`src/rtl/mavg_pkg.sv`:
```
// Shared types and constants for the moving average filter.
package mavg_pkg;

  localparam int SAMPLE_W = 16;
  localparam int MEAN_W   = 24;
  localparam int FRAC_W   = 8;

  typedef enum logic [2:0] {
    S_IDLE,
    S_SUM,
    S_LOAD,
    S_DIV,
    S_OUT
  } mavg_state_t;

  // Controller to datapath
  typedef struct packed {
    logic accept;
    logic sum_step;
    logic div_load;
    logic div_step;
    logic out_load;
  } mavg_cmd_t;

  // Datapath to controller
  typedef struct packed {
    logic sum_last;
    logic div_last;
    logic out_free;
  } mavg_status_t;

endpackage

```
`src/rtl/mavg_ctrl.sv`:
```
// Sequencer for the moving average filter: accept, sum, divide, emit.
module mavg_ctrl (
  input  logic                   clk,
  input  logic                   rst_n,
  input  logic                   in_tvalid,
  output logic                   in_tready,
  output mavg_pkg::mavg_cmd_t    cmd,
  input  mavg_pkg::mavg_status_t status
);
  import mavg_pkg::*;

  mavg_state_t state_r, state_nxt;

  always_ff @(posedge clk) begin
    if (!rst_n) begin
      state_r <= S_IDLE;
    end else begin
      state_r <= state_nxt;
    end
  end

  always_comb begin
    state_nxt = state_r;
    unique case (state_r)
      S_IDLE: begin
        if (in_tvalid) state_nxt = S_SUM;
      end
      S_SUM: begin
        if (status.sum_last) state_nxt = S_LOAD;
      end
      S_LOAD: begin
        state_nxt = S_DIV;
      end
      S_DIV: begin
        if (status.div_last) state_nxt = S_OUT;
      end
      S_OUT: begin
        if (status.out_free) state_nxt = S_IDLE;
      end
      default: state_nxt = S_IDLE;
    endcase
  end

  always_comb begin
    cmd       = '0;
    in_tready = 1'b0;
    unique case (state_r)
      S_IDLE: begin
        in_tready  = 1'b1;
        cmd.accept = in_tvalid;
      end
      S_SUM:  cmd.sum_step = 1'b1;
      S_LOAD: cmd.div_load = 1'b1;
      S_DIV:  cmd.div_step = 1'b1;
      S_OUT:  cmd.out_load = status.out_free;
      default: cmd = '0;
    endcase
  end

endmodule

```
`src/rtl/mavg_dp.sv`:
```
// Datapath: sample window, running sum, restoring divider and output register.
module mavg_dp #(
  parameter int WINDOW_LEN = 3
) (
  input  logic                           clk,
  input  logic                           rst_n,
  input  logic [mavg_pkg::SAMPLE_W-1:0]  sample,
  output logic                           out_tvalid,
  input  logic                           out_tready,
  output logic [mavg_pkg::MEAN_W-1:0]    mean_value,
  input  mavg_pkg::mavg_cmd_t            cmd,
  output mavg_pkg::mavg_status_t         status
);
  import mavg_pkg::*;

  localparam int CNT_W = $clog2(WINDOW_LEN + 1);
  localparam int IDX_W = (WINDOW_LEN > 1) ? $clog2(WINDOW_LEN) : 1;
  localparam int SUM_W = SAMPLE_W + $clog2(WINDOW_LEN) + 1;
  localparam int DVD_W = SUM_W + FRAC_W;
  localparam int DC_W  = $clog2(DVD_W);

  logic [SAMPLE_W-1:0] window_r [WINDOW_LEN];
  logic [IDX_W-1:0]    wr_pos_r;
  logic [CNT_W-1:0]    fill_r;
  logic [IDX_W-1:0]    idx_r;
  logic [SUM_W-1:0]    sum_r;
  logic                neg_r;
  logic [DVD_W-1:0]    quo_r;
  logic [CNT_W-1:0]    rem_r;
  logic [DC_W-1:0]     div_cnt_r;
  logic                out_valid_r;
  logic [MEAN_W-1:0]   out_data_r;

  logic [CNT_W-1:0]    fill_m1;
  logic [SAMPLE_W-1:0] rd_sample;
  logic [SUM_W-1:0]    sum_nxt;
  logic [SUM_W-1:0]    sum_mag;
  logic [CNT_W:0]      trial;
  logic                trial_ge;
  logic [DVD_W-1:0]    quo_signed;

  assign fill_m1   = fill_r - CNT_W'(1);
  assign rd_sample = window_r[idx_r];
  assign sum_nxt   = sum_r + {{(SUM_W-SAMPLE_W){rd_sample[SAMPLE_W-1]}}, rd_sample};
  assign sum_mag   = sum_r[SUM_W-1] ? (~sum_r + SUM_W'(1)) : sum_r;
  assign trial     = {rem_r, quo_r[DVD_W-1]};
  assign trial_ge  = (trial >= {1'b0, fill_r});
  assign quo_signed = neg_r ? (~quo_r + DVD_W'(1)) : quo_r;

  assign status.sum_last = (idx_r == fill_m1[IDX_W-1:0]);
  assign status.div_last = (div_cnt_r == DC_W'(DVD_W - 1));
  assign status.out_free = !out_valid_r || out_tready;

  // Window store: written once per accepted item
  always_ff @(posedge clk) begin
    if (cmd.accept) window_r[wr_pos_r] <= sample;
  end

  always_ff @(posedge clk) begin
    if (!rst_n) begin
      wr_pos_r <= '0;
      fill_r   <= '0;
    end else if (cmd.accept) begin
      wr_pos_r <= (wr_pos_r == IDX_W'(WINDOW_LEN - 1)) ? '0 : wr_pos_r + IDX_W'(1);
      if (fill_r != CNT_W'(WINDOW_LEN)) fill_r <= fill_r + CNT_W'(1);
    end
  end

  // Sum valid slots 0 .. fill-1, one per cycle
  always_ff @(posedge clk) begin
    if (cmd.accept) begin
      idx_r <= '0;
      sum_r <= '0;
    end else if (cmd.sum_step) begin
      idx_r <= idx_r + IDX_W'(1);
      sum_r <= sum_nxt;
    end
  end

  // Restoring divide of |sum| * 256 by the fill count, one quotient bit per cycle
  always_ff @(posedge clk) begin
    if (cmd.div_load) begin
      neg_r     <= sum_r[SUM_W-1];
      quo_r     <= {sum_mag, {FRAC_W{1'b0}}};
      rem_r     <= '0;
      div_cnt_r <= '0;
    end else if (cmd.div_step) begin
      div_cnt_r <= div_cnt_r + DC_W'(1);
      if (trial_ge) begin
        rem_r <= CNT_W'(trial - {1'b0, fill_r});
        quo_r <= {quo_r[DVD_W-2:0], 1'b1};
      end else begin
        rem_r <= trial[CNT_W-1:0];
        quo_r <= {quo_r[DVD_W-2:0], 1'b0};
      end
    end
  end

  // Output register: holds a finished item while the next one is worked on
  always_ff @(posedge clk) begin
    if (!rst_n) begin
      out_valid_r <= 1'b0;
    end else if (cmd.out_load) begin
      out_valid_r <= 1'b1;
    end else if (out_tready) begin
      out_valid_r <= 1'b0;
    end
  end

  always_ff @(posedge clk) begin
    if (cmd.out_load) out_data_r <= quo_signed[MEAN_W-1:0];
  end

  assign out_tvalid = out_valid_r;
  assign mean_value = out_data_r;

  a_out_load_free: assert property (@(posedge clk) disable iff (!rst_n)
    cmd.out_load |-> (!out_valid_r || out_tready))
    else $error("output register overwritten while occupied");

  a_div_restart: assert property (@(posedge clk) disable iff (!rst_n)
    cmd.div_load |=> (div_cnt_r == '0 && rem_r == '0))
    else $error("divider not restarted on load");

  a_fill_bound: assert property (@(posedge clk) disable iff (!rst_n)
    (fill_r <= CNT_W'(WINDOW_LEN)) && (wr_pos_r <= IDX_W'(WINDOW_LEN - 1)))
    else $error("fill count or write slot out of range");

  a_sum_nonempty: assert property (@(posedge clk) disable iff (!rst_n)
    cmd.sum_step |-> (fill_r != '0))
    else $error("sum started on an empty window");

endmodule

```
`src/rtl/moving_average_filter.sv`:
```
// Top level of the moving average filter.
// Each accepted item carries one signed 16-bit sample; the block stores it in a
// window of the last WINDOW_LEN samples and returns one item holding the mean of
// the samples held so far (divisor is the fill count during warm-up), as a signed
// 24-bit value with 8 fraction bits, truncated toward zero. The window is summed
// one entry per cycle and the mean comes from a restoring divider that produces
// one quotient bit per cycle. One item is worked on at a time; a finished
// result waits in an output register, so the next item is taken while the
// previous result is still pending.
module moving_average_filter #(
  parameter int WINDOW_LEN = 3
) (
  input  logic        clk,
  input  logic        rst_n,
  input  logic        in_tvalid,
  output logic        in_tready,
  input  logic [15:0] in_tdata,   // [15:0] sample
  output logic        out_tvalid,
  input  logic        out_tready,
  output logic [23:0] out_tdata   // [23:0] mean_value
);
  import mavg_pkg::*;

  mavg_cmd_t    cmd;
  mavg_status_t status;

  mavg_ctrl u_ctrl (
    .clk       (clk),
    .rst_n     (rst_n),
    .in_tvalid (in_tvalid),
    .in_tready (in_tready),
    .cmd       (cmd),
    .status    (status)
  );

  mavg_dp #(
    .WINDOW_LEN (WINDOW_LEN)
  ) u_dp (
    .clk        (clk),
    .rst_n      (rst_n),
    .sample     (in_tdata[SAMPLE_W-1:0]),
    .out_tvalid (out_tvalid),
    .out_tready (out_tready),
    .mean_value (out_tdata[MEAN_W-1:0]),
    .cmd        (cmd),
    .status     (status)
  );

endmodule

```
`config.mk`:
```
export PLATFORM = sky130hd
export DESIGN_NAME = moving_average_filter
export DESIGN_NICKNAME = d
export VERILOG_FILES = /design/src/rtl/mavg_pkg.sv /design/src/rtl/mavg_ctrl.sv /design/src/rtl/mavg_dp.sv /design/src/rtl/moving_average_filter.sv
export SDC_FILE = /design/constraint.sdc
export NUM_CORES = 1
export LEC_CHECK = 0
export BUFFER_PORTS_ARGS = -buffer_cell sky130_fd_sc_hd__clkbuf_2
export CAP_MARGIN = 15
export CORE_MARGIN = 3
export CORE_UTILIZATION = 65
export CTS_BUF_LIST = sky130_fd_sc_hd__clkbuf_8
export DETAILED_ROUTE_END_ITERATION = 10
export GPL_TIMING_DRIVEN = 0
export PLACE_DENSITY = 0.92
export SYNTH_ARGS = -nofsm -noshare
export SYNTH_HDL_FRONTEND = slang
export SYNTH_SLANG_ARGS = --single-unit
```
`constraint.sdc`:
```
create_clock -name clk -period 7.88 [get_ports clk]
set_input_delay 0.788 -clock clk [delete_from_list [all_inputs] [get_ports clk]]
set_output_delay 0.788 -clock clk [all_outputs]
set_load 0.1 [all_outputs]
```
# Yosys cells after proc, flatten, opt, wreduce, memory -nomap -nowiden
# Memories as Yosys holds them, arrays and structs flattened. A register that Yosys moved wholly into a read port is not among the register bits.
# Index checks and enable logic that the tools add are counted.
[word_totals]
ramBits = 48
out_inout_bits = 26
regBits = 88
mem_count = 1
[op_classes]
n_lt_le_gt_ge = 1
eq_ne = 12
reduce_logical = 7
n_mux = 24
bitwise_logic = 2
add_sub_neg = 9
[memory_table]
columns = ["memory", "words", "width", "read_ports", "rd_ports_with_merged_regs", "write_ports", "line", "text"]
rows = [
  ["u_dp.window_r", 3, 16, 1, 1, 1, "mavg_dp.sv:22", "logic [SAMPLE_W-1:0] window_r [WINDOW_LEN];"],
]
[ops]
columns = ["operator", "count"]
rows = [
  ["$mux W27", 2],
  ["$add A24 B1 Y24 const B", 1],
  ["$mux W24", 1],
  ["$not A24 Y24", 1],
  ["$add A19 B1 Y19 const B", 1],
  ["$add A19 B19 Y19", 1],
  ["$mux W19", 1],
  ["$not A19 Y19", 1],
  ["$pmux W3 S5", 1],
  ["$mux W3", 4],
  ["$mux W1", 11],
  ["$mux W2", 4],
  ["$ne A2 B2 Y1 const B", 4],
  ["$add A2 B1 Y2 const B", 3],
  ["$eq A3 B2 Y1 const B", 2],
  ["$add A5 B1 Y5 const B", 1],
  ["$eq A5 B5 Y1 const B", 1],
  ["$reduce_and A4 Y1", 1],
  ["$reduce_bool A2 Y1", 2],
  ["$eq A3 B1 Y1 const B", 1],
  ["$eq A3 B3 Y1 const B", 1],
  ["$ge A3 B2 Y1", 1],
  ["$logic_not A3 Y1", 1],
  ["$eq A2 B2 Y1", 1],
  ["other kinds (7)", 7],
]

# Logic depth before layout (Yosys ltp)
# Gate-level depths: netlist of run 1.
[depth]
word_depth = 4
ltp_mapped = 13
mapped_depth_nobuf = 11

# Modules after synthesis
# From an unflattened synthesis of run 1, not the netlist that was laid out.
[hier_totals]
hier_cells = 637
hier_area_um2 = 6988.0
[by_module_without_submodules]
columns = ["module", "area_each_um2", "n_inst", "cells_per_inst", "seq_area_each_um2"]
rows = [
  ["mavg_dp", 6789.0, 1, 615, 3623.5],
  ["mavg_ctrl", 198.9, 1, 22, 60.1],
]

# Worst setup path after synthesis of run 1
# Ideal clock, no wire load.
[synth_timing]
path_type = "register -> register"
from = "register u_ctrl.state_r[0]"
to = "memory u_dp.window_r[2][0], enable pin"
required_ns = 7.467
n_path_buf = 2
path_slack_ns = 2.767
stages_incl_launch_ff = 6
arrival_ns = 4.700
path_cell_list = "dfxtp_1 clkbuf_1 nor3_1 nand2_1 clkbuf_1 nor3b_1"
[synth_via]
elab_chain_len = 4
[synth_lines]
columns = ["item", "line", "text"]
rows = [
  ["start: declaration", "mavg_ctrl.sv:12", "mavg_state_t state_r, state_nxt;"],
  ["start signal: assignment", "mavg_ctrl.sv:18", "state_r <= state_nxt;"],
  ["$logic_not A3 Y1", "mavg_ctrl.sv:47", "unique case (state_r)"],
  ["$mux W1", "mavg_ctrl.sv:47", ""],
  ["$mux W1", "mavg_dp.sv:56", "if (cmd.accept) window_r[wr_pos_r] <= sample;"],
  ["$mux W1 (implied by the code)", "mavg_dp.sv:56", ""],
  ["end: declaration", "mavg_dp.sv:22", ""],
]
# No other way between the ends.

==> summary.txt, run 1 <==
hpwl dp -> 11.3 mm
RSZ-0062 raised after global routing -> no
Max Slew Vio Count -> 0
Sink Count -> 138
layer with the highest usage -> met2
H-Tree Depth -> 4
most common cell after layout, fill and taps aside -> edfxtp_1
Fmax -> 0.254 GHz
kind of path behind the tightest hold check -> flop to flop
Cell Area, Synth -> 6980 um^2
Reg2Reg Capture Point -> u_dp.sum_r[18]
Hold Startpoint -> u_dp.div_cnt_r[1]
status -> complete, no violations
initial antenna violation count -> 0
routability cong. -> 0.866
syn_area_per_cell -> 10.2 um^2
startpoint types -> flop
max_cap viols -> 0
crit path DAT -> 4270 ps
Pwr Density -> 375 nW/um^2
number of flops mapped to enable cells by yosys -> 92
number of core rows -> 37
Syn Nets -> 729
Die Ht -> 110 um
most area-hungry cell type in the Yosys netlist -> edfxtp_1
switching power -> 1180 uW
final hold viol count -> 0
GRT Residual Overflow -> 0
Async SR Flop Fraction -> 0%
Die X -> 110 um
number of I/O port buffers -> 45
CTS clk-pin slew, worst paths -> 80 ps
clock skew -> 11.9 ps
overall routing resource usage -> 26.9%
total CTS buffers -> 17
Distinct cells, synth -> 57
DRT antenna net count -> 0
root buffer cell -> clkbuf_8
via count -> 5,396
Worst EP required -> 8200 ps
Global Route met1 Usage -> 30.7%
Int Pwr -> 1760 uW
Pwr Total -> 2940 uW
Worst-Skew Late Latency -> 450 ps
register area share after synthesis -> 52.8%
first-pass GRT wire length -> 24.6 mm
area grow syn2layout -> 12.5%
WL/cell -> 17.0 um
vias per cell -> 6.00
Ant. Diodes -> 0
largest net degree at the start of global routing -> 27
WHS Path Cells -> 2
Synth Instances -> 683
GR Util met3 -> 6.46%
maximum VDD drop -> 0.238 mV
fin nets -> 797
Clk network pwr share -> 20.9%
commonest cells after routing, fill and taps aside -> 92 x edfxtp_1, 88 x nand2_1, 67 x o21ai_0
Hold Path End -> u_dp.div_cnt_r[1]
vias in the first global route -> 5,287
CTS Buffer Depth -> 2
GR Layer Usage met2 -> 47.0%
DR iter-0 viols -> 292
drt pass-1 iters -> 5
DRT Wirelength -> 15.3 mm
top_reg_cell synth -> edfxtp_1
setup violators final -> 0
Post-Route Setup TNS -> 0 ps
Reg2Reg Setup Slack -> 3940 ps
top-area cell type share of the netlist area -> 39.6%
DRC errors left -> 0
final worst slack -> 3940 ps
Setup CP Type -> flop to flop
Slew headroom -> 45.3%
top post-synthesis cells by area -> edfxtp_1 40%, dfxtp_1 13%, o21ai_0 4.8%
CP Max Fanout -> 10
PostCTS Resize Cnt -> 0
slew at the pin closest to its max-slew limit -> 816 ps
fraction of layout cells with a size suffix above 1 -> 12.0%
Switching Fraction -> 40.2%
Flop pwr share -> 34.9%
CP endpoint kind -> flop
Seq cells post-synth -> 138
Final min period -> 3940 ps
leak pwr -> 0.00293 uW
Gate power share -> 44.2%
core area -> 10,400 um^2
warnings from Yosys -> 0
Place WS -> 4020 ps
DIE AREA -> 12,000 um^2
Starting Density -> 67.3%
hold-fix buffers at CTS -> 0
period utilization -> 50.1%
Post-CTS Setup Repair Bufs -> 0
cell count of the worst reg-to-reg path -> 13
I/O pin cnt -> 46
CTS tree -> yes
metrics by stage:
step                      cells  cell area, um^2  hold WS (ps)  util [%]
after floorplan             683             6980           426         -
after detailed placement    868             7430           486      71.7
after global placement      864             7380           438      71.1
after CTS                   900             7850           517      75.7
final                       900             7850           512      75.7
after global routing        900             7850           532      75.7
kinds of logic after synthesis:
group | after synthesis | share of synthesized area [%]
simple gates | 229 | 15.4
compound gates | 167 | 14.4
flops | 138 | 52.8
xor+xnor | 49 | 6.15
buf+inv | 45 | 2.46
mux | 29 | 4.16
fa+ha+maj | 26 | 4.77
power groups by stage:
| stage | combinational [uW] | clock (uW) | sequential, uW |
|---|---|---|---|
| after global placement | 1210 | 0 | 1030 |
| after detailed placement | 1270 | 0 | 1040 |
| after floorplan | 1010 | 0 | 995 |
| final | 1300 | 616 | 1030 |
| after global routing | 1440 | 655 | 1040 |
| after CTS | 1280 | 621 | 1020 |
flip-flops by register name (all words and copies together), names as in the netlist, 2 cells and up, named ones only:
register and flops:
u_ctrl.state_r 3, u_dp.div_cnt_r 5, u_dp.fill_r 2, u_dp.idx_r 2, u_dp.mean_value 24, u_dp.quo_r 27, u_dp.rem_r 2, u_dp.sum_r 19
u_dp.window_r 48, u_dp.wr_pos_r 2
synth_stat cells, drive strengths merged (2+ instances only):
master / count
o21a: 4
mux2i: 29
o211ai: 2
edfxtp: 92
a211o: 2
nand4: 5
ha: 25
o31ai: 7
a211oi: 8
nand2: 88
buf: 6
nor3: 11
o41ai: 6
nor2: 53
a21oi: 46
dfxtp: 46
clkbuf: 21
nor2b: 3
and3: 2
inv: 17
nor3b: 2
xor2: 17
and2: 4
a22o: 3
nand2b: 11
xnor2: 32
or2: 5
nand3: 21
or4: 5
a21o: 8
nor4: 4
o311ai: 2
a31oi: 2
a32o: 2
or3: 9
o21ai: 67
layer usage:
| layer | vias up | routed length (um) |
|---|---|---|
| li1 | 2623 | - |
| met1 | 2552 | 6130 |
| met2 | 177 | 7870 |
| met3 | 44 | 790 |
| met4 | 0 | 530 |
| met5 | - | 0 |
worst max-delay path, cell delays in order, from the launching register on:
cell	delay, ps
dfxtp_1	310
buf_2	240
buf_1	630
mux2i_1	170
o21ai_0	260
ha_1	230
inv_1	60
fa_1	380
nand2b_1	210
a21o_1	220
a211oi_1	330
o21ai_0	220
o21ai_0	120
or4b_1	450
worst max-delay path by stage:
stage	cells after the start	endpoint	startpoint
6_report	13	u_dp.sum_r[18]	flop
3_5_place_dp	13	u_dp.sum_r[18]	flop
2_1_floorplan	5	u_dp.window_r[2][0]	u_ctrl.state_r[0]
4_1_cts	13	u_dp.sum_r[18]	flop
5_1_grt	13	u_dp.sum_r[18]	flop
3_3_place_gp	13	u_dp.sum_r[18]	flop
final cells by class:
type	instances	area (um^2)
Tap cell	136	170
Fill cell	682	2520
Sequential cell	138	3680
Buffer	27	104
Clock inverter	15	185
Inverter	18	67.6
Multi-Input combinational cell	500	3140
Clock buffer	17	234
Timing Repair Buffer	49	270
(Power assumes the default switching activity.)
==> run 2: changes to the inputs <==
CORE_UTILIZATION = 57   (was 65)
PLACE_DENSITY = 0.86   (was 0.92)
clock period = 3.51 ns   (was 7.88 ns; I/O delays follow)
==> run 2 against run 1 <==
  * Die area rose by 13%
  * Clock skew fell by 2.6 ps
  * Worst setup slack got worse by 3700 ps
  * Flip-flop and latch count did not move
  * Maximum frequency rose by 19%
  * Non-clock buffer count fell by 2
  * Power rose by 120%
  * Cell count rose by 0.56%
  * Sequential power rose by 120%
  * Critical path type unchanged
  * Critical endpoint unchanged
  * Via count fell by 1.9%
==> summary.txt, run 2 (synthesis gave the netlist of run 1 again) <==
status -> complete, no violations
maximum VDD drop -> 0.531 mV
startpoint types -> flop
Reg2Reg Capture Point -> u_dp.sum_r[18]
DR iter-0 viols -> 371
clock skew -> 9.25 ps
Slew headroom -> 39.5%
WHS Path Cells -> 1
Hold Path End -> u_dp.window_r[2][6]
fraction of layout cells with a size suffix above 1 -> 11.7%
overall routing resource usage -> 22.2%
Fmax -> 0.303 GHz
Setup CP Type -> flop to flop
Hold Slack -> 109 ps
Worst EP required -> 3830 ps
CTS tree -> yes
total CTS buffers -> 17
Worst-Skew Late Latency -> 440 ps
register area -> 3680 um^2
area grow syn2layout -> 11.9%
routability cong. -> 0.874
crit path DAT -> 3620 ps
Cell Area, Placed -> 7450 um^2
number of core rows -> 39
Sink Count -> 138
CTS Buffer Depth -> 2
CP Max Fanout -> 16
Starting Density -> 59.6%
largest net degree at the start of global routing -> 27
DRT Wirelength -> 14.0 mm
drt pass-1 iters -> 5
Final min period -> 3300 ps
Biggest register -> u_dp.window_r
via count -> 5,294
Reg2Reg Setup Slack -> 210 ps
WL/cell -> 15.5 um
DIE AREA -> 13,600 um^2
Post-Route Setup TNS -> 0 ps
initial antenna violation count -> 0
setup violators final -> 0
Largest register FFs -> 48
most common cell after layout, fill and taps aside -> edfxtp_1
hpwl dp -> 10.5 mm
core area -> 11,700 um^2
CTS clk-pin slew, worst paths -> 80 ps
period utilization -> 94.1%
Post-CTS Setup Repair Bufs -> 0
max_cap viols -> 0
Ant. Diodes -> 0
Die X -> 117 um
vias in the first global route -> 5,129
cell count of the worst reg-to-reg path -> 12
critical-path cell list -> buf_4 -> mux2i_1 -> o21ai_0 -> ha_1 -> inv_1 -> fa_1 -> nand2b_1 -> a21o_1 -> a211oi_1 -> o21ai_0 -> o21ai_0 -> or4b_1
slowest stage delay, CP -> 440 ps
kind of path behind the tightest hold check -> input port to flop
leak pwr -> 0.00291 uW
# fillers -> 865
fin nets -> 795
H-Tree Depth -> 4
DRT antenna net count -> 0
Die Ht -> 117 um
CP endpoint kind -> flop
I/O pin cnt -> 46
Pwr Density -> 812 nW/um^2
final hold viol count -> 0
Max Slew Vio Count -> 0
multi-input logic area -> 3150 um^2
post-route cell area -> 7810 um^2
root buffer cell -> clkbuf_8
Hold Startpoint -> in_tdata[6]
number of I/O port buffers -> 45
commonest cells after routing, fill and taps aside -> 92 x edfxtp_1, 88 x nand2_1, 67 x o21ai_0
RSZ-0062 raised after global routing -> no
DRC errors left -> 0
first-pass GRT wire length -> 23.7 mm
slew at the pin closest to its max-slew limit -> 906 ps
GRT Residual Overflow -> 0
vias per cell -> 5.85
critical path's slowest cell -> or4b_1
Most common cell on crit path -> o21ai_0
==> run 2: cell type report <==
cell class / instances / share of cell area [%]
Clock buffer: 20 / 3.52
Tap cell: 143 / 2.29
Sequential cell: 138 / 47.2
Inverter: 18 / 0.865
Multi-Input combinational cell: 500 / 40.4
Buffer: 26 / 1.33
Timing Repair Buffer: 48 / 3.36
Clock inverter: 12 / 1.11
==> run 2: repair_timing <==
action	4_1_cts	5_1_grt
resized for setup	0	4
endpoints found under the setup margin	5	1
hold buffers	0	0
==> run 2: metrics by stage <==
stage	util (%)	worst slack (ps)	total power, uW	instances
after floorplan	-	210	4500	683
after CTS	66.7	68.3	6320	905
after global routing	66.7	22.1	6840	905
after detailed placement	63.6	-453	5160	874
final	66.7	208	6340	905
after global placement	63.2	-301	5020	871
==> run 2: power by group <==
part           internal (uW)  switching, uW
logic                   1170           1700
registers               2010            282
clock network            599            568
==> run 2: worst max-delay path by stage <==
| stage | depth (start not counted) | slack, ps | end |
|---|---|---|---|
| floorplan | 4 | 210 | u_dp.window_r[0][0] |
| global placement | 13 | -300 | u_dp.sum_r[18] |
| detailed placement | 13 | -450 | u_dp.sum_r[18] |
| CTS | 12 | 70 | u_dp.sum_r[18] |
| global route | 12 | 20 | u_dp.sum_r[18] |
| finish | 12 | 210 | u_dp.sum_r[18] |
==> run 2: worst max-delay path, delay by kind of cell (launching register included) <==
family | cells | cell delay, ps
flops | 1 | 320
fa+ha+maj | 2 | 630
buf+inv | 2 | 340
simple gates | 2 | 650
compound gates | 5 | 1130
mux | 1 | 120
==> run 2: metal layers <==
| layer | share of wire (%) | global-route usage, % | vias up |
|---|---|---|---|
| li1 | - | - | 2630 |
| met1 | 43 | 27.3 | 2478 |
| met2 | 50 | 38.1 | 163 |
| met3 | 5.0 | 5.39 | 23 |
| met4 | 1.8 | 8.10 | 0 |
| met5 | 0 | 0 | - |
